### src/sv/svm_pkg.sv
// Shared types, constants and control store for the supply voltage monitor.
package svm_pkg;

    localparam int CFG_DATA_W = 16;
    localparam int CFG_IDX_W  = 3;
    localparam int ALPHA_W    = 9;
    localparam int THR_W      = 12;
    localparam int MV_W       = 16;
    localparam int MV_STEPS   = 16;
    localparam int CNT_W      = 4;

    localparam logic [CFG_IDX_W-1:0] CFG_ALPHA = 3'd0;
    localparam logic [CFG_IDX_W-1:0] CFG_DENOM = 3'd1;
    localparam logic [CFG_IDX_W-1:0] CFG_NUM   = 3'd2;
    localparam logic [CFG_IDX_W-1:0] CFG_DEN   = 3'd3;
    localparam logic [CFG_IDX_W-1:0] CFG_THR   = 3'd4;
    localparam logic [CFG_IDX_W-1:0] CFG_GUARD = 3'd5;
    localparam logic [CFG_IDX_W-1:0] CFG_CAL   = 3'd6;

    localparam logic [MV_W-1:0] MV_MAX = 16'hFFFF;

    typedef enum logic [3:0] {
        S_IDLE,
        S_PRIME,
        S_MUL_OLD,
        S_MUL_NEW,
        S_ACC,
        S_DIV_LOAD_F,
        S_DIV_STEP_F,
        S_FILT_STORE,
        S_MUL_MV,
        S_DIV_LOAD_M,
        S_DIV_STEP_M,
        S_OUT
    } step_t;

    typedef enum logic [1:0] {
        MUL_NONE,
        MUL_OLD,
        MUL_NEW,
        MUL_MV
    } mul_op_t;

    typedef enum logic [1:0] {
        ACC_NONE,
        ACC_LOAD,
        ACC_ADD
    } acc_op_t;

    typedef enum logic [1:0] {
        DIV_NONE,
        DIV_LOAD_F,
        DIV_LOAD_M,
        DIV_STEP
    } div_op_t;

    typedef enum logic [1:0] {
        FILT_NONE,
        FILT_PRIME,
        FILT_QUO
    } filt_op_t;

    typedef enum logic [2:0] {
        J_NONE,
        J_NO_INPUT,
        J_UNPRIMED,
        J_CNT,
        J_SAT,
        J_OUT_BUSY
    } cond_t;

    typedef struct packed {
        mul_op_t  mul;
        acc_op_t  acc;
        div_op_t  div;
        logic     div_den;
        filt_op_t filt;
        logic     in_rdy;
        logic     out_load;
        cond_t    cond;
        step_t    jump_to;
        step_t    fall_to;
    } ucode_t;

    function automatic ucode_t ucode_rom(input step_t s);
        ucode_t u;
        u = '0;
        case (s)
            S_IDLE:
            begin
                u.in_rdy  = 1'b1;
                u.cond    = J_NO_INPUT;
                u.jump_to = S_IDLE;
                u.fall_to = S_PRIME;
            end
            S_PRIME:
            begin
                u.filt    = FILT_PRIME;
                u.cond    = J_UNPRIMED;
                u.jump_to = S_MUL_MV;
                u.fall_to = S_MUL_OLD;
            end
            S_MUL_OLD:
            begin
                u.mul     = MUL_OLD;
                u.fall_to = S_MUL_NEW;
            end
            S_MUL_NEW:
            begin
                u.mul     = MUL_NEW;
                u.acc     = ACC_LOAD;
                u.fall_to = S_ACC;
            end
            S_ACC:
            begin
                u.acc     = ACC_ADD;
                u.fall_to = S_DIV_LOAD_F;
            end
            S_DIV_LOAD_F:
            begin
                u.div     = DIV_LOAD_F;
                u.fall_to = S_DIV_STEP_F;
            end
            S_DIV_STEP_F:
            begin
                u.div     = DIV_STEP;
                u.cond    = J_CNT;
                u.jump_to = S_DIV_STEP_F;
                u.fall_to = S_FILT_STORE;
            end
            S_FILT_STORE:
            begin
                u.filt    = FILT_QUO;
                u.fall_to = S_MUL_MV;
            end
            S_MUL_MV:
            begin
                u.mul     = MUL_MV;
                u.fall_to = S_DIV_LOAD_M;
            end
            S_DIV_LOAD_M:
            begin
                u.div     = DIV_LOAD_M;
                u.div_den = 1'b1;
                u.cond    = J_SAT;
                u.jump_to = S_OUT;
                u.fall_to = S_DIV_STEP_M;
            end
            S_DIV_STEP_M:
            begin
                u.div     = DIV_STEP;
                u.div_den = 1'b1;
                u.cond    = J_CNT;
                u.jump_to = S_DIV_STEP_M;
                u.fall_to = S_OUT;
            end
            S_OUT:
            begin
                u.out_load = 1'b1;
                u.cond     = J_OUT_BUSY;
                u.jump_to  = S_OUT;
                u.fall_to  = S_IDLE;
            end
            default:
            begin
                u.fall_to = S_IDLE;
            end
        endcase
        return u;
    endfunction

endpackage

### src/sv/supply_voltage_monitor.sv
// Supply voltage monitor: microcoded IIR low-pass filter, mV scaling and supply health check.
// The sequencer takes one sample at a time and accepts the next only after loading the result.
// The first sample after reset only primes the filter and skips the filter divide, and a
// saturated mV estimate skips the mV divide.
// The shared restoring divider produces one quotient bit per cycle; a stalled result holds.
// Reset: filter unprimed and zero, config registers at defaults, no output pending.
module supply_voltage_monitor
    import svm_pkg::*;
#(
    parameter int SAMPLE_BITS = 12
)
(
    input  logic                   clk,
    input  logic                   rst_n,
    input  logic                   cfg_we,
    input  logic [CFG_IDX_W-1:0]   cfg_index,
    input  logic [CFG_DATA_W-1:0]  cfg_data,
    input  logic                   in_valid,
    output logic                   in_ready,
    input  logic [15:0]            raw_sample,
    input  logic                   sample_valid,
    output logic                   out_valid,
    input  logic                   out_ready,
    output logic [SAMPLE_BITS-1:0] raw_used,
    output logic [SAMPLE_BITS-1:0] filtered_value,
    output logic [MV_W-1:0]        voltage_mv,
    output logic                   cal_ok,
    output logic                   uncalibrated,
    output logic                   adc_ok,
    output logic                   supply_good
);

    localparam int ACC_W    = SAMPLE_BITS + 8;
    localparam int QUO_PAD  = MV_W - SAMPLE_BITS;

    // configuration
    logic [ALPHA_W-1:0] alpha_reg;
    logic [ALPHA_W-1:0] denom_reg;
    logic [MV_W-1:0]    num_reg;
    logic [MV_W-1:0]    den_reg;
    logic [THR_W-1:0]   thr_reg;
    logic               guard_reg;
    logic               cal_reg;

    // sequencer and filter state
    step_t                  step_reg, step_next;
    logic                   primed_reg, primed_next;
    logic [SAMPLE_BITS-1:0] filt_reg, filt_next;
    logic                   out_valid_reg, out_valid_next;

    // datapath
    logic [SAMPLE_BITS-1:0] used_reg, used_next;
    logic                   ok_reg, ok_next;
    logic [2*MV_W-1:0]      prod_reg, prod_next;
    logic [ACC_W-1:0]       acc_reg, acc_next;
    logic [MV_W-1:0]        rem_reg, rem_next;
    logic [MV_W-1:0]        quo_reg, quo_next;
    logic [CNT_W-1:0]       cnt_reg, cnt_next;
    logic                   sat_reg, sat_next;

    // output holding register
    logic [SAMPLE_BITS-1:0] raw_used_reg, raw_used_next;
    logic [SAMPLE_BITS-1:0] filt_out_reg, filt_out_next;
    logic [MV_W-1:0]        mv_reg, mv_next;
    logic                   cal_out_reg, cal_out_next;
    logic                   adc_ok_reg, adc_ok_next;
    logic                   pg_reg, pg_next;

    ucode_t             uc;
    logic               take;
    logic               out_busy;
    logic               in_fire;
    logic [ALPHA_W-1:0] denom_eff;
    logic [ALPHA_W-1:0] alpha_eff;
    logic [MV_W-1:0]    mul_a;
    logic [MV_W-1:0]    mul_b;
    logic [MV_W-1:0]    divisor;
    logic [MV_W:0]      rem_shift;
    logic [MV_W:0]      rem_sub;
    logic               fits;
    logic               sat_now;
    logic               sample_ok;

    always_comb
    begin
        uc        = ucode_rom(step_reg);
        out_busy  = out_valid_reg && !out_ready;
        in_fire   = in_valid && uc.in_rdy;
        denom_eff = (denom_reg == '0) ? ALPHA_W'(1) : denom_reg;
        alpha_eff = (alpha_reg > denom_eff) ? denom_eff : alpha_reg;
        sat_now   = prod_reg[2*MV_W-1:MV_W] >= den_reg;
        sample_ok = sample_valid && ((raw_sample >> SAMPLE_BITS) == 16'd0);

        case (uc.cond)
            J_NONE:     take = 1'b0;
            J_NO_INPUT: take = !in_valid;
            J_UNPRIMED: take = !primed_reg;
            J_CNT:      take = cnt_reg != '0;
            J_SAT:      take = sat_now;
            J_OUT_BUSY: take = out_busy;
            default:    take = 1'b0;
        endcase
        step_next = take ? uc.jump_to : uc.fall_to;

        // latch the incoming sample
        used_next = used_reg;
        ok_next   = ok_reg;
        if (in_fire)
        begin
            ok_next   = sample_ok;
            used_next = sample_ok ? raw_sample[SAMPLE_BITS-1:0] : '0;
        end

        // shared multiplier
        case (uc.mul)
            MUL_OLD:
            begin
                mul_a = MV_W'(filt_reg);
                mul_b = MV_W'(alpha_eff);
            end
            MUL_NEW:
            begin
                mul_a = MV_W'(used_reg);
                mul_b = MV_W'(denom_eff - alpha_eff);
            end
            MUL_MV:
            begin
                mul_a = MV_W'(filt_reg);
                mul_b = num_reg;
            end
            default:
            begin
                mul_a = '0;
                mul_b = '0;
            end
        endcase
        prod_next = (uc.mul == MUL_NONE) ? prod_reg : (2*MV_W)'(mul_a) * (2*MV_W)'(mul_b);

        case (uc.acc)
            ACC_LOAD: acc_next = prod_reg[ACC_W-1:0];
            ACC_ADD:  acc_next = acc_reg + prod_reg[ACC_W-1:0];
            default:  acc_next = acc_reg;
        endcase

        // restoring divider, one quotient bit per step
        divisor   = uc.div_den ? den_reg : MV_W'(denom_eff);
        rem_shift = {rem_reg, quo_reg[MV_W-1]};
        rem_sub   = rem_shift - {1'b0, divisor};
        fits      = rem_shift >= {1'b0, divisor};
        rem_next  = rem_reg;
        quo_next  = quo_reg;
        cnt_next  = cnt_reg;
        sat_next  = sat_reg;
        case (uc.div)
            DIV_LOAD_F:
            begin
                // high part is already below the divisor, so only the low bits iterate
                rem_next = MV_W'(acc_reg[ACC_W-1:SAMPLE_BITS]);
                quo_next = MV_W'(acc_reg[SAMPLE_BITS-1:0]) << QUO_PAD;
                cnt_next = CNT_W'(SAMPLE_BITS - 1);
            end
            DIV_LOAD_M:
            begin
                rem_next = prod_reg[2*MV_W-1:MV_W];
                quo_next = prod_reg[MV_W-1:0];
                cnt_next = CNT_W'(MV_STEPS - 1);
                sat_next = sat_now;
            end
            DIV_STEP:
            begin
                rem_next = fits ? rem_sub[MV_W-1:0] : rem_shift[MV_W-1:0];
                quo_next = {quo_reg[MV_W-2:0], fits};
                cnt_next = cnt_reg - CNT_W'(1);
            end
            default:
            begin
                rem_next = rem_reg;
            end
        endcase

        filt_next   = filt_reg;
        primed_next = primed_reg;
        case (uc.filt)
            FILT_PRIME:
            begin
                if (!primed_reg)
                begin
                    filt_next   = used_reg;
                    primed_next = 1'b1;
                end
            end
            FILT_QUO:
            begin
                filt_next = quo_reg[SAMPLE_BITS-1:0];
            end
            default:
            begin
                filt_next = filt_reg;
            end
        endcase

        // output register: hold while a result waits, drop it once taken
        out_valid_next = out_valid_reg && !out_ready;
        raw_used_next  = raw_used_reg;
        filt_out_next  = filt_out_reg;
        mv_next        = mv_reg;
        cal_out_next   = cal_out_reg;
        adc_ok_next    = adc_ok_reg;
        pg_next        = pg_reg;
        if (uc.out_load && !out_busy)
        begin
            out_valid_next = 1'b1;
            raw_used_next  = used_reg;
            filt_out_next  = filt_reg;
            cal_out_next   = cal_reg;
            adc_ok_next    = ok_reg;
            if (!cal_reg || den_reg == '0)
                mv_next = '0;
            else if (sat_reg)
                mv_next = MV_MAX;
            else
                mv_next = quo_reg;
            if (!guard_reg)
                pg_next = 1'b1;
            else if (!ok_reg)
                pg_next = 1'b0;
            else
                pg_next = MV_W'(filt_reg) >= MV_W'(thr_reg);
        end
    end

    always_ff @(posedge clk or negedge rst_n)
    begin
        if (!rst_n)
        begin
            step_reg      <= S_IDLE;
            primed_reg    <= 1'b0;
            filt_reg      <= '0;
            out_valid_reg <= 1'b0;
            alpha_reg     <= ALPHA_W'(7);
            denom_reg     <= ALPHA_W'(8);
            num_reg       <= MV_W'(1);
            den_reg       <= MV_W'(1);
            thr_reg       <= '0;
            guard_reg     <= 1'b1;
            cal_reg       <= 1'b0;
        end
        else
        begin
            step_reg      <= step_next;
            primed_reg    <= primed_next;
            filt_reg      <= filt_next;
            out_valid_reg <= out_valid_next;
            if (cfg_we)
            begin
                case (cfg_index)
                    CFG_ALPHA: alpha_reg <= cfg_data[ALPHA_W-1:0];
                    CFG_DENOM: denom_reg <= cfg_data[ALPHA_W-1:0];
                    CFG_NUM:   num_reg   <= cfg_data;
                    CFG_DEN:   den_reg   <= cfg_data;
                    CFG_THR:   thr_reg   <= cfg_data[THR_W-1:0];
                    CFG_GUARD: guard_reg <= cfg_data[0];
                    CFG_CAL:   cal_reg   <= cfg_data[0];
                    default:   guard_reg <= guard_reg;
                endcase
            end
        end
    end

    always_ff @(posedge clk)
    begin
        used_reg     <= used_next;
        ok_reg       <= ok_next;
        prod_reg     <= prod_next;
        acc_reg      <= acc_next;
        rem_reg      <= rem_next;
        quo_reg      <= quo_next;
        cnt_reg      <= cnt_next;
        sat_reg      <= sat_next;
        raw_used_reg <= raw_used_next;
        filt_out_reg <= filt_out_next;
        mv_reg       <= mv_next;
        cal_out_reg  <= cal_out_next;
        adc_ok_reg   <= adc_ok_next;
        pg_reg       <= pg_next;
    end

    assign in_ready       = uc.in_rdy;
    assign out_valid      = out_valid_reg;
    assign raw_used       = raw_used_reg;
    assign filtered_value = filt_out_reg;
    assign voltage_mv     = mv_reg;
    assign cal_ok         = cal_out_reg;
    assign uncalibrated   = !cal_out_reg;
    assign adc_ok         = adc_ok_reg;
    assign supply_good    = pg_reg;

    a_primed_sticky: assert property (@(posedge clk) disable iff (!rst_n)
        primed_reg |=> primed_reg)
        else $error("filter lost its primed state");

    a_accept_starts: assert property (@(posedge clk) disable iff (!rst_n)
        (in_valid && in_ready) |=> (step_reg == S_PRIME))
        else $error("sequencer did not start after an input transaction");

    a_invalid_zero: assert property (@(posedge clk) disable iff (!rst_n)
        (out_valid && !adc_ok) |-> (raw_used == '0))
        else $error("rejected sample reported as nonzero");

    a_uncal_zero_mv: assert property (@(posedge clk) disable iff (!rst_n)
        (out_valid && uncalibrated) |-> (voltage_mv == '0))
        else $error("uncalibrated result carries a voltage");

    a_no_overlap: assert property (@(posedge clk) disable iff (!rst_n)
        in_ready |-> !uc.out_load)
        else $error("input accepted while a result is being loaded");

endmodule

### config.mk
export PLATFORM = sky130hd
export DESIGN_NAME = supply_voltage_monitor
export DESIGN_NICKNAME = d
export VERILOG_FILES = /design/src/sv/svm_pkg.sv /design/src/sv/supply_voltage_monitor.sv
export SDC_FILE = /design/constraint.sdc
export NUM_CORES = 1
export LEC_CHECK = 0
export BUFFER_PORTS_ARGS = -buffer_cell sky130_fd_sc_hd__buf_2
export CAP_MARGIN = 20
export CORE_ASPECT_RATIO = 1.5
export CORE_MARGIN = 2
export CORE_UTILIZATION = 50
export DETAILED_ROUTE_END_ITERATION = 7
export GPL_TIMING_DRIVEN = 0
export PLACE_DENSITY = 0.67
export REMOVE_ABC_BUFFERS = 1
export SYNTH_ARGS = -nofsm -noshare
export SYNTH_HDL_FRONTEND = slang
export SYNTH_SLANG_ARGS = --single-unit
### constraint.sdc
create_clock -name clk -period 12.7 [get_ports clk]
set_input_delay 2.54 -clock clk [delete_from_list [all_inputs] [get_ports clk]]
set_output_delay 2.54 -clock clk [all_outputs]
set_load 0.005 [all_outputs]
Word level (Yosys, flattened, before mapping)
Index checks and enable logic that the tools add are counted.

operators by class
  order comparisons = 4
  equal/unequal tests = 33
  add/sub/neg operators = 4
  multipliers = 1
  reductions and logical operators = 32
  muxes and demuxes = 26

operators by type and width
  kind                  number
  $pmux W16 S3          3
  $mux W16              3
  $pmux W12 S2          2
  $pmux W4 S11          1
  $pmux W7 S6           1
  $pmux W20 S2          1
  $logic_not A16 Y1     2
  $mul A16 B16 Y32      1
  $add A20 B20 Y20      1
  $mux W9               2
  $ge A17 B16 Y1        1
  $eq A4 B3 Y1 const B  4
  $eq A4 B4 Y1 const B  4
  $ge A16 B16 Y1        1
  $reduce_and A2 Y1     8
  $sub A16 B16 Y16      1
  $eq A3 B3 Y1 const B  5
  $eq A2 B2 Y1 const B  6
  $eq A3 B2 Y1 const B  4
  $ge A12 B12 Y1        1
  $mux W12              1
  $pmux W2 S3           2
  $pmux W4 S3           1
  $sub A9 B9 Y10        1
  other kinds (22)      43

storage, ports and cells
  input port bits = 41
  word-level logic and storage cells = 125
  flip-flop bits (word level) = 227
  output and inout bits = 46

Depth between registers and ports, before layout
  word-level depth = 7
  mapped depth = 38

Worst setup path before layout
OpenSTA, ideal clock, no wires.

  kind = reg2reg
  start = register denom_reg[3]
  end = register prod_reg[28], data pin
  path slack = 3.843 ns
  data arrival time = 8.595 ns
  cell stages (with the launch flop) = 36
  path through = dfstp_2 inv_1 ha_1 a21o_1 a21o_1 a211o_1 a221oi_4 nor2_2 buf_6 mux2i_1 fa_1 a21o_1 a21o_1 a21oi_1 o21ai_0 and3_1 or2_2 clkbuf_1 o21ai_0 fa_1 inv_1 fa_1 fa_1 fa_1 inv_1 fa_1 inv_1 ha_1 clkbuf_1 a21oi_1 o21ai_0 a221o_1 a221oi_1 o21ai_0 a211oi_1 xnor2_1

between the ends
  word-level cells in the longest chain between the ends = 7

RTL lines
  what                    line                           text
  start, declared         supply_voltage_monitor.sv:38   logic [ALPHA_W-1:0] denom_reg;
  start signal, assigned  supply_voltage_monitor.sv:258  CFG_DENOM: denom_reg <= cfg_data[ALPHA_W-1:0];
  $logic_not A9 Y1        supply_voltage_monitor.sv:89   denom_eff = (denom_reg == '0) ? ALPHA_W'(1) : denom_reg;
  $mux W9 *               supply_voltage_monitor.sv:89
  $gt A9 B9 Y1            supply_voltage_monitor.sv:90   alpha_eff = (alpha_reg > denom_eff) ? denom_eff : alpha_reg;
  $mux W9                 supply_voltage_monitor.sv:90
  $sub A9 B9 Y10          supply_voltage_monitor.sv:124  mul_b = MV_W'(denom_eff - alpha_eff);
  $pmux W16 S3 *          supply_voltage_monitor.sv:115  case (uc.mul)
  $mul A16 B16 Y32 *      supply_voltage_monitor.sv:137  prod_next = (uc.mul == MUL_NONE) ? prod_reg : (2*MV_W)'(mul_a) * (2*MV_W)'(mul_b);
  end signal, assigned    supply_voltage_monitor.sv:274  prod_reg <= prod_next;
  end, declared           supply_voltage_monitor.sv:54   logic [2*MV_W-1:0] prod_reg, prod_next;

Mark *: on every way between the ends. The rest lies on a longest branch, timed or not.
A chain may end at the register's enable or synchronous reset.

Worst setup path after layout
Ends and elaborated chain as after synthesis.

==> results.md <==
* Die Wd at 163 microns
* Hold WC Path Type: reg2reg
* CTS Buffer Depth at 3
* Crit-path slowest cell: o211ai_1
* FP Rows at 87
* Crit Path Max Fanout at 12
* Async S/R FF share, synth at 36.4%
* Via count at 14,450
* Tmin final at 10,640 ps
* Clock Sinks at 225
* Clk_skew at 15.8 ps
* Clock-pin slew on the worst setup and hold paths at 70 ps
* Area growth from synthesis to final layout at 9.26%
* Vias in the first global route at 14,888
* DP HPWL at 40.9 mm
* Placeable Area at 37,400 sq um
* Period utilization at 83.8%
* Crit end category: flop
* Yosys synthesis warning count at 0
* FILL cells at 3,371
* Largest net degree at the start of global routing at 69
* Status: finished, final reports clean
* Root buffer cell: clkbuf_16
* Max-slew violations at 0
* 1st-iter DRT viols at 755
* Initial Utilization at 50.4%
* Drt pass-1 iters at 7
* Final wirelength at 50.4 mm
* Critical Path AT at 10,890 ps
* Peak Freq at 94.0 MHz
* CTS tree: yes
* Number of max-cap violations at 0
* I/O Pins at 87
* Setup Fix Bufs, Post-CTS at 0
* Avg Cell Area, Syn at 10.0 sq um
* FF-to-FF path depth at 34
* H-tree depth at 1
* Hold path cells at 0
* Final hold slack at 494 ps
* Worst slew margin at 27.3%
* Crit path launch type: flop
* CP top delay family: compound AO/OA/AOI/OAI gates
* Setup Viol. Count Final at 0
* RSZ-0062 raised after global routing: no
* Post-synth EDFFs at 143
* Nets@finish at 2,271
* Ant diodes at 0
* Synthesized netlist cell count at 1,879
* Critical path depth in cells at 34
* Worst skew pair latency at 520 ps
* Seq/Total Area, Yosys at 33.7%
* Buf/Inv on CP at 4
* Post-route setup TNS at 0 ps
* Number of antenna violations at the first check in global routing at 0
* Share of post-route cells with drive strength above 1 at 11.7%
* Yosys reg bits at 225
* Post-DP Area at 19,900 sq um
* Mapped Area at 18,900 sq um
* Final ANT Viol Nets at 0
* Total Routing Usage GR at 26.0%
* Endpoints failing hold at 0
* Vias per Instance at 5.93
* Inserted Clock Buffers at 21
* WS Path Type: reg2reg
* Max stage delay on crit path at 740 ps
* IO Port Bufs at 86
* Top_reg_cell synth: edfxtp_1
* Number of flip-flops in the largest register at 30
* Final cell area excluding filler cells at 20,600 sq um
* Chip Height at 242 microns
* Die Area at 39,300 sq um
* GP Congestion at 0.924
* CP required at 12,950 ps
* GRT overflow at 0
* Remaining DRCs at 0
* Drt wl/cell at 20.7 microns
* Hold Buf Count CTS at 0
* Post-synth cell types at 75
* Post_cts resized at 0
* Slew @ Worst Pin at 1090 ps
* First-pass GRT wire length at 79.9 mm
-- area by class of cell --
class | instances | area [sq um] | area share, %
Clock buffer | 28 | 593 | 2.88
Inverter | 215 | 807 | 3.91
Sequential cell | 225 | 6350 | 30.8
Tap cell | 489 | 612 | 2.97
Clock inverter | 10 | 62.6 | 0.303
Multi-Input combinational cell | 1363 | 11500 | 55.7
Timing Repair Buffer | 106 | 703 | 3.41
-- cells by family (layout without fill, tap and decap cells) --
kind of cell             Yosys count  in the layout  share of synthesized area [%]
flip-flops                       225            225                           33.7
multiplexers                     101            101                           5.84
adder cells (fa/ha/maj)          298            298                           25.5
AO/OA/AOI/OAI                    428            428                           14.9
XOR/XNOR                          48             48                           2.23
buffers and inverters            291            359                           5.90
AND/OR/NAND/NOR                  488            488                           12.0
-- routing by layer --
metal  GRT usage (%)  wire [microns]
met5               0               0
met4            14.2            3030
met3            1.66            1910
met2            46.8           26000
met1            30.8           19500
-- Yosys cell counts, drive strengths merged (12+ instances only) --
master	number	share of area [%]
and3	17	0.56
mux2i	44	2.4
nand2b	21	0.70
dfrtp	75	9.9
a22o	16	0.74
a21oi	97	2.6
a31oi	16	0.53
o21a	29	1.2
nor3	24	0.69
inv	215	4.3
edfxtp	143	23
nor2	91	1.8
buf	14	0.39
xor2	18	0.84
o21ai	104	2.8
a211oi	15	0.60
nand2	223	4.4
nor2b	16	0.53
clkbuf	62	1.2
mux2	57	3.4
ha	154	10
nand3	19	0.50
a21o	44	1.8
fa	144	15
and2	20	0.66
xnor2	30	1.4
nand4	12	0.40
a22oi	35	1.4
-- through the flow --
stage | util (%) | instances | setup slack [ps]
after floorplan | - | 1803 | 3390
after global placement | 52.4 | 2378 | 1440
after detailed placement | 53.3 | 2397 | 2220
after CTS | 55.0 | 2435 | 2170
after global routing | 55.1 | 2436 | 1650
final | 55.1 | 2436 | 2060
-- placed cells by master, fill, tap and decap left out, types with 8 or more instances in the layout --
master	instances
a211oi_1	15
a21o_1	44
a21oi_1	95
a22o_1	16
a22oi_1	35
a31oi_1	16
and2_1	19
and3_1	17
buf_2	87
buf_6	8
clkbuf_16	22
dfrtp_1	75
edfxtp_1	143
fa_1	144
ha_1	154
inv_1	215
mux2_2	56
mux2i_1	42
nand2_1	223
nand2b_1	21
nand3_1	19
nand4_1	12
nor2_1	89
nor2b_1	15
nor3_1	19
nor4_1	11
o21a_1	29
o21ai_0	100
o21bai_1	9
or3_1	8
xnor2_1	30
xor2_1	18
-- final timing paths --
check                                  start            to  slack, ps
worst max-delay path            denom_reg[3]  prod_reg[28]       2060
worst min-delay path                 cal_reg        cal_ok        490
worst max register to register  denom_reg[3]  prod_reg[28]       2060
worst min register to register       cal_reg        cal_ok        490
max in group asynchronous              rst_n  alpha_reg[1]      10160
min in group asynchronous              rst_n   num_reg[15]       1880
Power is left out: the tool's default activity adds up to more than one toggle a clock period on the data nets, which glitch-free logic cannot reach.
